**config.mk**
```make
export PLATFORM = sky130hd
export DESIGN_NAME = tdr_digit_step
export DESIGN_NICKNAME = d
export VERILOG_FILES = /design/src/rtl/tdr_pkg.sv /design/src/rtl/tdr_digit_step.sv
export SDC_FILE = /design/constraint.sdc
export NUM_CORES = 2
export LEC_CHECK = 0
export BUFFER_PORTS_ARGS = -buffer_cell sky130_fd_sc_hd__buf_2
export CAP_MARGIN = 20
export CORE_UTILIZATION = 37
export DETAILED_ROUTE_END_ITERATION = 8
export GPL_TIMING_DRIVEN = 0
export MAX_ROUTING_LAYER = met4
export REMOVE_ABC_BUFFERS = 1
export SLEW_MARGIN = 20
export SYNTH_ARGS = -nofsm -noshare
export SYNTH_HDL_FRONTEND = slang
export SYNTH_SLANG_ARGS = --single-unit
```
**constraint.sdc**
```tcl
create_clock -name clk -period 5.03 [get_ports clk]
set_input_delay 1.006 -clock clk [delete_from_list [all_inputs] [get_ports clk]]
set_output_delay 1.006 -clock clk [all_outputs]
set_load 0.02 [all_outputs]
```
**src/rtl/tdr_pkg.sv**
```systemverilog
// ----------------------------------------------------------------------------
// tdr_pkg: shared types and constants for the time-of-day register
// Command and response beats, the work item that moves down the digit
// pipeline, and the reciprocal constants used for the constant divisions.
// ----------------------------------------------------------------------------
package tdr_pkg;

	// Command kinds
	localparam logic KindAdd = 1'b0;
	localparam logic KindSet = 1'b1;

	// Component / unit codes
	localparam logic [1:0] UnitMs   = 2'd0;
	localparam logic [1:0] UnitSec  = 2'd1;
	localparam logic [1:0] UnitMin  = 2'd2;
	localparam logic [1:0] UnitHour = 2'd3;

	// Radix of each component
	localparam logic [10:0] RadixMs   = 11'd1000;
	localparam logic [10:0] RadixSec  = 11'd60;
	localparam logic [10:0] RadixMin  = 11'd60;
	localparam logic [10:0] RadixHour = 11'd24;

	// Reciprocal shifts: 2^k / radix fits in 32 bits and k >= 32, so the
	// estimated quotient is low by at most one
	localparam int unsigned ShiftMs    = 41;
	localparam int unsigned ShiftSixty = 37;
	localparam int unsigned ShiftHour  = 36;

	localparam logic [31:0] RecipMs    = 32'((64'd1 << ShiftMs) / 64'd1000);
	localparam logic [31:0] RecipSixty = 32'((64'd1 << ShiftSixty) / 64'd60);
	localparam logic [31:0] RecipHour  = 32'((64'd1 << ShiftHour) / 64'd24);

	// Number of digit extraction steps (ms, s, min, h)
	localparam int unsigned NumSteps = 4;

	typedef struct packed {
		logic              kind;
		logic [1:0]        unit;
		logic signed [31:0] amount;
	} tdr_in_t;

	typedef struct packed {
		logic [4:0] hours;
		logic [5:0] minutes;
		logic [5:0] seconds_part;
		logic [9:0] millis;
		logic       bad_value;
	} tdr_out_t;

	// Item in flight: command, magnitude still to split, digits found so far
	typedef struct packed {
		logic        kind;
		logic [1:0]  unit;
		logic [31:0] raw;
		logic        neg;
		logic [31:0] x;
		logic [9:0]  d_ms;
		logic [5:0]  d_s;
		logic [5:0]  d_m;
		logic [4:0]  d_h;
	} tdr_work_t;

	function automatic logic [10:0] step_radix(input logic [1:0] pos);
		case (pos)
			UnitMs:   step_radix = RadixMs;
			UnitSec:  step_radix = RadixSec;
			UnitMin:  step_radix = RadixMin;
			default:  step_radix = RadixHour;
		endcase
	endfunction

	function automatic logic [31:0] step_recip(input logic [1:0] pos);
		case (pos)
			UnitMs:   step_recip = RecipMs;
			UnitSec:  step_recip = RecipSixty;
			UnitMin:  step_recip = RecipSixty;
			default:  step_recip = RecipHour;
		endcase
	endfunction

	function automatic logic [5:0] step_shift(input logic [1:0] pos);
		case (pos)
			UnitMs:   step_shift = 6'(ShiftMs);
			UnitSec:  step_shift = 6'(ShiftSixty);
			UnitMin:  step_shift = 6'(ShiftSixty);
			default:  step_shift = 6'(ShiftHour);
		endcase
	endfunction

endpackage

```
**src/rtl/tdr_digit_step.sv**
```systemverilog
// ----------------------------------------------------------------------------
// tdr_digit_step: one mixed-radix digit of the add magnitude
// Splits x into x mod radix and x / radix by reciprocal multiply, quotient
// estimate and one correction, over three pipeline registers.
// ----------------------------------------------------------------------------
module tdr_digit_step (
	input  logic                clk,
	input  logic                arst_n,
	input  logic [1:0]          pos,
	input  logic                up_valid,
	output logic                up_ready,
	input  tdr_pkg::tdr_work_t  up_work,
	output logic                down_valid,
	input  logic                down_ready,
	output tdr_pkg::tdr_work_t  down_work
);
	import tdr_pkg::*;

	logic        v_s1, v_s2, v_s3;
	logic        adv_s1, adv_s2, adv_s3;
	tdr_work_t   work_s1, work_s2, work_s3;
	logic [63:0] prod_s1;
	logic [31:0] q_s2;
	logic [10:0] rem_s2;

	logic [10:0] radix;
	logic [31:0] recip;
	logic [63:0] prod_d;
	logic [31:0] q_d;
	logic [31:0] qr_d;
	logic [31:0] rem_full;
	logic        fix;
	logic [10:0] digit;
	logic [31:0] q_fix;
	tdr_work_t   next_work;

	assign radix = step_radix(pos);
	assign recip = step_recip(pos);

	// Stage handshake: a stage moves when it is empty or the next one moves
	assign adv_s3   = !v_s3 || down_ready;
	assign adv_s2   = !v_s2 || adv_s3;
	assign adv_s1   = !v_s1 || adv_s2;
	assign up_ready = adv_s1;

	assign down_valid = v_s3;
	assign down_work  = work_s3;

	// Reciprocal product
	assign prod_d = 64'(up_work.x) * 64'(recip);

	// Quotient estimate and remainder estimate in [0, 2*radix)
	assign q_d      = 32'(prod_s1 >> step_shift(pos));
	assign qr_d     = q_d * 32'(radix);
	assign rem_full = work_s1.x - qr_d;

	// Correction and digit placement
	always_comb begin
		fix       = (rem_s2 >= radix);
		digit     = fix ? (rem_s2 - radix) : rem_s2;
		q_fix     = q_s2 + 32'(fix);
		next_work = work_s2;
		// digits below the command's unit stay zero, x passes untouched
		if (work_s2.unit <= pos) begin
			next_work.x = q_fix;
			case (pos)
				UnitMs:  next_work.d_ms = digit[9:0];
				UnitSec: next_work.d_s  = digit[5:0];
				UnitMin: next_work.d_m  = digit[5:0];
				default: next_work.d_h  = digit[4:0];
			endcase
		end
	end

	// Valid bits
	always_ff @(posedge clk or negedge arst_n) begin
		if (!arst_n) begin
			v_s1 <= 1'b0;
			v_s2 <= 1'b0;
			v_s3 <= 1'b0;
		end else begin
			if (adv_s1) v_s1 <= up_valid;
			if (adv_s2) v_s2 <= v_s1;
			if (adv_s3) v_s3 <= v_s2;
		end
	end

	// Payload
	always_ff @(posedge clk) begin
		if (adv_s1 && up_valid) begin
			work_s1 <= up_work;
			prod_s1 <= prod_d;
		end
		if (adv_s2 && v_s1) begin
			work_s2 <= work_s1;
			q_s2    <= q_d;
			rem_s2  <= rem_full[10:0];
		end
		if (adv_s3 && v_s2) begin
			work_s3 <= next_work;
		end
	end

endmodule

```
==> summary.txt <==
Floorplanning
  • Die X: 330 um
  • Core box area: 106000 um2
  • Die area: around 110000 um2
  • Io pins: 198
  • Initial Utilization: 37.5%
  • Die Span Y: 330 um
  • # rows: between 100 and 150

Layout
  • Share of cells above drive strength 1: 19.1%
  • Filler instances: 9932
  • Area Overhead vs Synth: 17.8%
  • Util after Layout: 44.2%
  • Layout Cell Area excl Fill: around 47000 um2
  • Final nets: approximately 5100

Yosys
  • Netlist Area Pre-Place: 39800 um2
  • Area fraction of the dominant cell type after synthesis: 30.4%
  • Post-synthesis register bit count: 363
  • Adder-Cell Fraction of Synth Area: 46.1%
  • Most frequent cell after synthesis: inv_1
  • Top post-synthesis cells by count: inv_1 (995), fa_1 (604), ha_1 (498)
  • Largest family of logic cells by synthesized area: adder cells
  • Synth area leader: fa_1
  • Sequential element share of the synthesized area: 27.4%
  • Asr flop ratio synth: less than 1%
  • Area contributors post-synth: fa_1 (30%), edfxtp_1 (27%), ha_1 (16%)
  • Avg Cell Area, Syn: 11.1 um2
  • Synth unique cells: 76
  • Syn. warnings: 0
  • EDFF count, synth: 360
  • Post-synthesis mux area share: 1.35%
  • Prevailing post-synth register cell: edfxtp_1
  • Synth Area in XOR/XNOR: 3.18%
  • Cells after Synth: 3576
  • Compound-gate portion of the synthesized area: 5.71%
  • Fraction of the mapped netlist area in simple logic gates: 6.31%

Drt
  • Vias/cell: around 5.0
  • DRC: 0
  • WL/cell: 22.2 um
  • Wirelength, routed: 118000 um
  • First-iteration detailed-routing DRC count: 1926
  • Drt pass-1 iters: 7
  • Via count: about 26000
  • Routed Antenna Nets: 0

STA
  • Fmax: approximately 0.12 GHz
  • Final setup viols: 36
  • Hold Fails Final Rpt: 0
  • Final worst path period need: 8240 ps
  • Measured slew at the worst slew-check pin: approximately 890 ps
  • Worst setup slack after layout: -3210 ps
  • Fin Clk Skew: 23.2 ps
  • Post-route clock period utilization: 164%
  • RSZ-0062 raised after global routing: true
  • Slew headroom: between 40% and 50%
  • Max-slew violation count: 0

Setup path
  • CP Class: in -> reg
  • FF-to-FF Start: prod_s1[49]$_DFFE_PP_
  • Startpoint types: input pin
  • CP Data Required Time: 5440 ps
  • Crit path from: pos[1]
  • Crit end category: register
  • Max FO, Critical Path: 6
  • Arr. time, crit path: 8650 ps

Job
  • MaxCap Viol Count: 0

Clocking
  • Sink Count: 363
  • CTS tree: built
  • Root Driver: clkbuf_16
  • Clk_lat worst skew: approximately 600 ps
  • CTS Buffer Depth: 3
  • H-tree Lvls: 1
  • TritonCTS Buffers: 31
  • Clk slew on worst S/H paths: 70 ps

Hold path
  • Min-delay worst type: in -> async

Place
  • Post-Place Cell Area: around 43000 um2
  • GPL Wtd Cong: roughly 0.99
  • Pre-CTS WS: -5580 ps
  • Port-buffer cells: approximately 200
  • Post-DP HPWL: ~95000 um

Global routing
  • Number of global-route vias before repair: around 28000
  • Largest net degree at the start of global routing: between 50 and 60
  • Total GRT Usage: roughly 22%
  • GRT Residual Overflow: 0
  • Initial antenna violation count: 6
  • First-pass GRT wire length: approximately 170000 um

Outcome
  • Status: finished with violations
  • Failing checks: negative setup slack
[layer usage]
layer	track usage, %	part of all wire, %	up-vias
met1	29.2	42	13388
li1	-	-	11973
met3	3.23	7.8	181
met5	-	0	-
met4	5.26	2.7	0
met2	36.9	48	949
[cell usage in the layout, fill, tap and decap left out, types with 77 or more instances in the layout]
cell type,synthesis,final
buf_4,0,117
edfxtp_1,360,360
a21oi_1,96,77
fa_1,604,575
nand2_1,165,138
nor2_1,112,95
inv_1,995,934
buf_2,5,195
ha_1,498,461
xnor2_1,91,90
[final cells by class]
type	count	area (um2)	area share (%)
multi-input cells	2152	26500	56.5
flip-flops and latches	363	10900	23.2
inverters	998	3860	8.23
repair buffers	363	2860	6.09
well taps	1391	1740	3.71
clock buffers	32	779	1.66
clock inverters	25	241	0.515
diodes	4	10.0	0.0214
[critical path, stage by stage]
cell	delay [ps]
buf_12	90
inv_8	40
ha_4	170
buf_12	150
buf_12	150
nand2_4	90
clkinvlp_4	150
fa_1	500
fa_1	510
inv_1	50
fa_2	560
fa_1	440
inv_2	90
fa_1	430
fa_2	610
fa_2	460
fa_2	660
ha_4	250
a211oi_1	400
nor2_1	160
nor3_2	330
nand3_4	130
buf_6	140
o211a_1	250
o21a_1	240
or4_4	430
o311ai_2	100
[state kept, by name, indices dropped and copies added, names as in the netlist]
register,count
q_s2,32
rem_s2,11
work_s2,59
v_s1,1
next_work,36
down_valid,1
v_s2,1
work_s1,95
prod_s1,32
down_work,95
[path summary, 6_finish.rpt]
path | endpoint | slack (ps) | cells past startpoint
setup / recovery | prod_s1[41]$_DFFE_PP_ | -3210 | 27
hold / removal | down_valid$_DFFE_PN0P_ | 190 | 1
setup reg to reg | rem_s2[10]$_DFFE_PP_ | -200 | 18
hold reg to reg | work_s2[23]$_DFFE_PP_ | 410 | 0
max in group asynchronous | v_s1$_DFFE_PN0N_ | 4730 | 1
min in group clk | work_s2[23]$_DFFE_PP_ | 410 | 0
[stage by stage]
| step | cells | setup TNS (ps) | hold WS [ps] |
|---|---|---|---|
| 2_1_floorplan | 3513 | -166190 | 400 |
| 3_3_place_gp | 5101 | -892760 | 401 |
| 3_5_place_dp | 5114 | -180660 | 405 |
| 4_1_cts | 5285 | -90850 | 152 |
| 5_1_grt | 5327 | -98970 | 161 |
| 6_report | 5328 | -94000 | 185 |
[cells by family (layout without fill, tap and decap cells)]
kind of cell | count (synthesis) | in the layout
compound gates | 345 | 345
xor+xnor | 143 | 143
fa+ha+maj | 1102 | 1102
buf+inv | 1061 | 1418
flops | 363 | 363
mux | 46 | 46
other cells | 0 | 4
simple gates | 516 | 516
[repair_timing]
| action | CTS | global route |
|---|---|---|
| setup buffers | 109 | 39 |
| pin swaps | 130 | 129 |
| setup endpoints to repair | 51 | 45 |
| hold buffers | 0 | 0 |
| resized for setup | 309 | 144 |
| gates cloned | 7 | 2 |
Power is not shown: default switching activity piles up to over one toggle a cycle in this logic, so the estimate is an artifact.
