File: src/rtl/tdr_pkg.sv
// ----------------------------------------------------------------------------
// tdr_pkg: shared types and constants for the time-of-day register
// Command and response beats, the work item that moves down the digit
// pipeline, and the reciprocal constants used for the constant divisions.
// ----------------------------------------------------------------------------
package tdr_pkg;

	// Command kinds
	localparam logic KindAdd = 1'b0;
	localparam logic KindSet = 1'b1;

	// Component / unit codes
	localparam logic [1:0] UnitMs   = 2'd0;
	localparam logic [1:0] UnitSec  = 2'd1;
	localparam logic [1:0] UnitMin  = 2'd2;
	localparam logic [1:0] UnitHour = 2'd3;

	// Radix of each component
	localparam logic [10:0] RadixMs   = 11'd1000;
	localparam logic [10:0] RadixSec  = 11'd60;
	localparam logic [10:0] RadixMin  = 11'd60;
	localparam logic [10:0] RadixHour = 11'd24;

	// Reciprocal shifts: 2^k / radix fits in 32 bits and k >= 32, so the
	// estimated quotient is low by at most one
	localparam int unsigned ShiftMs    = 41;
	localparam int unsigned ShiftSixty = 37;
	localparam int unsigned ShiftHour  = 36;

	localparam logic [31:0] RecipMs    = 32'((64'd1 << ShiftMs) / 64'd1000);
	localparam logic [31:0] RecipSixty = 32'((64'd1 << ShiftSixty) / 64'd60);
	localparam logic [31:0] RecipHour  = 32'((64'd1 << ShiftHour) / 64'd24);

	// Number of digit extraction steps (ms, s, min, h)
	localparam int unsigned NumSteps = 4;

	typedef struct packed {
		logic              kind;
		logic [1:0]        unit;
		logic signed [31:0] amount;
	} tdr_in_t;

	typedef struct packed {
		logic [4:0] hours;
		logic [5:0] minutes;
		logic [5:0] seconds_part;
		logic [9:0] millis;
		logic       bad_value;
	} tdr_out_t;

	// Item in flight: command, magnitude still to split, digits found so far
	typedef struct packed {
		logic        kind;
		logic [1:0]  unit;
		logic [31:0] raw;
		logic        neg;
		logic [31:0] x;
		logic [9:0]  d_ms;
		logic [5:0]  d_s;
		logic [5:0]  d_m;
		logic [4:0]  d_h;
	} tdr_work_t;

	function automatic logic [10:0] step_radix(input logic [1:0] pos);
		case (pos)
			UnitMs:   step_radix = RadixMs;
			UnitSec:  step_radix = RadixSec;
			UnitMin:  step_radix = RadixMin;
			default:  step_radix = RadixHour;
		endcase
	endfunction

	function automatic logic [31:0] step_recip(input logic [1:0] pos);
		case (pos)
			UnitMs:   step_recip = RecipMs;
			UnitSec:  step_recip = RecipSixty;
			UnitMin:  step_recip = RecipSixty;
			default:  step_recip = RecipHour;
		endcase
	endfunction

	function automatic logic [5:0] step_shift(input logic [1:0] pos);
		case (pos)
			UnitMs:   step_shift = 6'(ShiftMs);
			UnitSec:  step_shift = 6'(ShiftSixty);
			UnitMin:  step_shift = 6'(ShiftSixty);
			default:  step_shift = 6'(ShiftHour);
		endcase
	endfunction

endpackage

File: src/rtl/tdr_update.sv
// ----------------------------------------------------------------------------
// tdr_update: time state and response register
// Turns a negative add into its complement modulo one day, then adds the
// digits to the held time with carries, or replaces one component.
// ----------------------------------------------------------------------------
module tdr_update (
	input  logic                clk,
	input  logic                arst_n,
	input  logic                up_valid,
	output logic                up_ready,
	input  tdr_pkg::tdr_work_t  up_work,
	output logic                rsp_valid,
	input  logic                rsp_ready,
	output tdr_pkg::tdr_out_t   rsp
);
	import tdr_pkg::*;

	logic      v_s1;
	logic      adv_s1, adv_out;
	tdr_work_t work_s1;
	tdr_work_t cmp_work;
	logic      rsp_valid_q;
	tdr_out_t  rsp_q;

	// held time, in components
	logic [4:0] hour_q;
	logic [5:0] min_q;
	logic [5:0] sec_q;
	logic [9:0] ms_q;

	// complement scratch
	logic       b0, b1, b2;
	logic [6:0] ts, tm;
	logic [5:0] th;

	// add / set scratch
	logic [10:0] ms_sum;
	logic [6:0]  s_sum, m_sum;
	logic [5:0]  h_sum;
	logic        c0, c1, c2;
	tdr_out_t    next_rsp;

	assign adv_out  = !rsp_valid_q || rsp_ready;
	assign adv_s1   = !v_s1 || adv_out;
	assign up_ready = adv_s1;

	assign rsp_valid = rsp_valid_q;
	assign rsp       = rsp_q;

	// Negative add: digits become (one day - value), borrowing upward
	always_comb begin
		cmp_work = up_work;
		b0 = (up_work.d_ms != 10'd0);
		ts = 7'(up_work.d_s) + 7'(b0);
		b1 = (ts != 7'd0);
		tm = 7'(up_work.d_m) + 7'(b1);
		b2 = (tm != 7'd0);
		th = 6'(up_work.d_h) + 6'(b2);
		if (up_work.kind == KindAdd && up_work.neg) begin
			cmp_work.d_ms = b0 ? 10'(RadixMs - 11'(up_work.d_ms)) : 10'd0;
			cmp_work.d_s  = b1 ? 6'(7'(RadixSec) - ts) : 6'd0;
			cmp_work.d_m  = b2 ? 6'(7'(RadixMin) - tm) : 6'd0;
			cmp_work.d_h  = (th != 6'd0) ? 5'(6'(RadixHour) - th) : 5'd0;
		end
	end

	// Add with carries, or replace one component
	always_comb begin
		ms_sum = 11'(ms_q) + 11'(work_s1.d_ms);
		c0     = (ms_sum >= RadixMs);
		s_sum  = 7'(sec_q) + 7'(work_s1.d_s) + 7'(c0);
		c1     = (s_sum >= 7'(RadixSec));
		m_sum  = 7'(min_q) + 7'(work_s1.d_m) + 7'(c1);
		c2     = (m_sum >= 7'(RadixMin));
		h_sum  = 6'(hour_q) + 6'(work_s1.d_h) + 6'(c2);

		next_rsp.hours        = hour_q;
		next_rsp.minutes      = min_q;
		next_rsp.seconds_part = sec_q;
		next_rsp.millis       = ms_q;
		next_rsp.bad_value    = 1'b0;

		if (work_s1.kind == KindAdd) begin
			next_rsp.millis       = 10'(c0 ? (ms_sum - RadixMs) : ms_sum);
			next_rsp.seconds_part = 6'(c1 ? (s_sum - 7'(RadixSec)) : s_sum);
			next_rsp.minutes      = 6'(c2 ? (m_sum - 7'(RadixMin)) : m_sum);
			next_rsp.hours        = 5'((h_sum >= 6'(RadixHour)) ?
			                           (h_sum - 6'(RadixHour)) : h_sum);
		end else begin
			case (work_s1.unit)
				UnitMs: begin
					if (work_s1.raw < 32'(RadixMs)) next_rsp.millis = work_s1.raw[9:0];
					else next_rsp.bad_value = 1'b1;
				end
				UnitSec: begin
					if (work_s1.raw < 32'(RadixSec)) next_rsp.seconds_part = work_s1.raw[5:0];
					else next_rsp.bad_value = 1'b1;
				end
				UnitMin: begin
					if (work_s1.raw < 32'(RadixMin)) next_rsp.minutes = work_s1.raw[5:0];
					else next_rsp.bad_value = 1'b1;
				end
				default: begin
					if (work_s1.raw < 32'(RadixHour)) next_rsp.hours = work_s1.raw[4:0];
					else next_rsp.bad_value = 1'b1;
				end
			endcase
		end
	end

	// Control and time state
	always_ff @(posedge clk or negedge arst_n) begin
		if (!arst_n) begin
			v_s1        <= 1'b0;
			rsp_valid_q <= 1'b0;
			hour_q      <= 5'd0;
			min_q       <= 6'd0;
			sec_q       <= 6'd0;
			ms_q        <= 10'd0;
		end else begin
			if (adv_s1) v_s1 <= up_valid;
			if (adv_out) rsp_valid_q <= v_s1;
			if (adv_out && v_s1) begin
				hour_q <= next_rsp.hours;
				min_q  <= next_rsp.minutes;
				sec_q  <= next_rsp.seconds_part;
				ms_q   <= next_rsp.millis;
			end
		end
	end

	// Payload
	always_ff @(posedge clk) begin
		if (adv_s1 && up_valid) work_s1 <= cmp_work;
		if (adv_out && v_s1) rsp_q <= next_rsp;
	end

endmodule

File: config.mk
export PLATFORM = sky130hd
export DESIGN_NAME = tdr_update
export DESIGN_NICKNAME = d
export VERILOG_FILES = /design/src/rtl/tdr_pkg.sv /design/src/rtl/tdr_update.sv
export SDC_FILE = /design/constraint.sdc
export NUM_CORES = 1
export LEC_CHECK = 0
export BUFFER_PORTS_ARGS = -buffer_cell sky130_fd_sc_hd__buf_2
export CAP_MARGIN = 25
export CORE_MARGIN = 10
export CORE_UTILIZATION = 40
export CTS_BUF_LIST = sky130_fd_sc_hd__clkbuf_4
export CTS_CLUSTER_DIAMETER = 30
export CTS_CLUSTER_SIZE = 12
export DETAILED_ROUTE_END_ITERATION = 8
export PLACE_DENSITY = 0.61
export SLEW_MARGIN = 20
export SYNTH_ARGS = -nofsm -noshare
export SYNTH_HDL_FRONTEND = slang
export SYNTH_SLANG_ARGS = --single-unit
File: constraint.sdc
create_clock -name clk -period 13.5 [get_ports clk]
set_input_delay 0 -clock clk [delete_from_list [all_inputs] [get_ports clk]]
set_output_delay 0 -clock clk [all_outputs]
set_load 0.1 [all_outputs]
==> metrics.txt <==
count of state elements after synthesis 119; Hold Path Class input pin to async pin; Area Growth Syn to Fin 23.5%; Synth area leaders edfxtp_1, dfrtp_1, ha_1, mux2i_1, nand2_1; R2R Setup Slk 4470 ps; TritonCTS clock tree yes; num rows 49; fin crit share 66.9%; total track usage 15.4%; # IOs 129; cell leakage power 3.72 nW; DIE HEIGHT 157 um; Max FO, Critical Path 5; maximum vdd drop 0.0751 mV; Most common cell on crit path fa_1; largest net degree at the start of global routing 63; clock skew 14.7 ps; Initial Util 41.1%; status complete, no violations; Rel. slew slack 43.5%; RSZ-0062 raised after global routing false; pre-CTS WS 4440 ps; worst hold slack 65.6 ps; Seq/Total Area, Yosys 46.0%; cts bufs inserted 17; Setup Viol. Count Final 0; max_cap viols 0; fin crit period 9030 ps; Max Slew Vio Count 0; Top FF cell, synth edfxtp_1; Synth Cell Area 7450 um^2; H-tree depth 4; drt drc 0; worst reg2reg path depth 35; Initial DRT Pass Iterations 5; Iter 0 DRT Violations 384; Port Buffers 96; cell area after layout 9210 um^2; DP Wirelength 13.3 mm; DR WL/cell 16.2 um; type of origin of the critical path flip-flop; vias in the first global route 5881; final hold violations 0; worst-skew pair later-pin latency 520 ps; Worst-Margin Slew 848 ps; top-count cell post-synth edfxtp_1; Final WS setup 4470 ps; Vias/cell 5.29; r2r startpoint work_s1[17]$_DFFE_PP_; total gr overflow 0; die area 24500 um^2; Core ar. 18100 um^2; first-pass GRT wire length 30.5 mm; warnings from Yosys 0; CTS resizes 0; Syn Inst Count 717; die width 157 um; Post-synth EDFFs 90; Clk pin slew, worst setup/hold paths 110 ps; synth cell count leaders edfxtp_1, nand2_1, nor2_1, ha_1, o21ai_0; CTS Sinks 119; initial antenna violation count 1; vias 5975; Worst Path Class, Setup flip-flop to flip-flop; Placer Congestion 0.802; cell taking the most area after synthesis edfxtp_1; buffer type at the clock tree root clkbuf_4; Achievable Freq 111 MHz; slowest library cell on the worst path fa_1; Crit. End Element flip-flop; share of post-route cells with drive strength above 1 18.7%; arrival time worst endpoint 9450 ps; nets@finish 1033; Async S/R FF share, synth 24.4%; Setup TNS Final 0 ps; Critical Path RT 13920 ps; post-detailed-route count of antenna-violating nets 0; Avg Inst Size Synth 10.4 um^2; Clock Tree Buf Depth 2; Post-DP Area 8170 um^2; critical path's largest stage delay 490 ps; Power Dens Cells 212 nW/um^2; final wirelength 18.3 mm; Synth top area share 36.3%; Synth cell types 70; Post-Syn Nets 864; reg2reg end hour_q[3]$_DFFE_PN0P_
[metrics by stage]
stage	utilization (%)	instances	power, mW
after global placement	45.0	1022	1.66
after CTS	50.7	1128	1.96
final	50.7	1129	1.95
after global routing	50.7	1129	2.10
after floorplan	-	717	1.45
after detailed placement	45.0	1022	1.67
[sequential cells by signal, indices dropped and copies added, names as in the netlist]
register   count
work_s1       62
rsp           28
ms_q          10
min_q          6
sec_q          6
hour_q         5
rsp_valid      1
v_s1           1
[critical path: cells and delay by family, from the launching register on]
kind,cells,cell delay [ps]
mux,1,310
xor+xnor,1,190
compound gates,16,3770
fa+ha+maj,9,3170
simple gates,6,900
buf+inv,2,190
flops,1,390
[metal layers]
layer	wire, um	share of wire, %	up-vias	track usage, %
li1	-	-	3040	-
met3	889	4.8	10	3.26
met2	8030	44	146	22.5
met5	0	0	-	0
met1	9260	51	2779	22.0
met4	152	0.83	0	5.12
[power by group]
part	leakage [nW]	switching (mW)	total (mW)	internal, mW
logic	2.36	0.722	1.11	0.386
registers	1.20	0.0653	0.572	0.507
clock network	0.157	0.136	0.268	0.132
[repair_timing]
item | CTS | global route
hold buffers | 74 | 0
endpoints found under the hold margin | 93 | 0
setup buffers | 0 | 0
[layout by cell type (no fill, tap or decap), types with 29 or more instances in the layout]
cell and count:
edfxtp_1 90, o21ai_0 37, buf_2 96, dlygate4sd3_1 74, a21oi_1 36, nor2_1 66
ha_1 41, dfrtp_1 29, inv_1 32, nand2_1 71
[worst max-delay path by stage]
stage                                     start                     to  cells after the start
after floorplan             ms_q[0]$_DFFE_PN0P_  hour_q[3]$_DFFE_PN0P_                     35
after global placement    work_s1[17]$_DFFE_PP_  hour_q[3]$_DFFE_PN0P_                     35
after detailed placement  work_s1[17]$_DFFE_PP_  hour_q[3]$_DFFE_PN0P_                     35
after CTS                 work_s1[17]$_DFFE_PP_  hour_q[3]$_DFFE_PN0P_                     35
after global routing      work_s1[17]$_DFFE_PP_  hour_q[3]$_DFFE_PN0P_                     35
final                     work_s1[17]$_DFFE_PP_  hour_q[3]$_DFFE_PN0P_                     35
[cell type report]
type                    count  area, um^2
multi-input cells         538        3800
flip-flops and latches    119        3430
inverters                  34         128
fillers                  1685        8940
repair buffers            176        1270
well taps                 229         287
clock inverters            13         154
clock buffers              19         143
diodes                      1        2.50
[kinds of logic after synthesis]
group	count (synthesis)	synth area share [%]
buf+inv	60	3.09
flops	119	46.0
compound gates	189	17.1
mux	48	6.78
simple gates	226	15.1
xor+xnor	25	2.94
fa+ha+maj	50	9.03
Note: power is estimated with default switching activity, not from simulation.
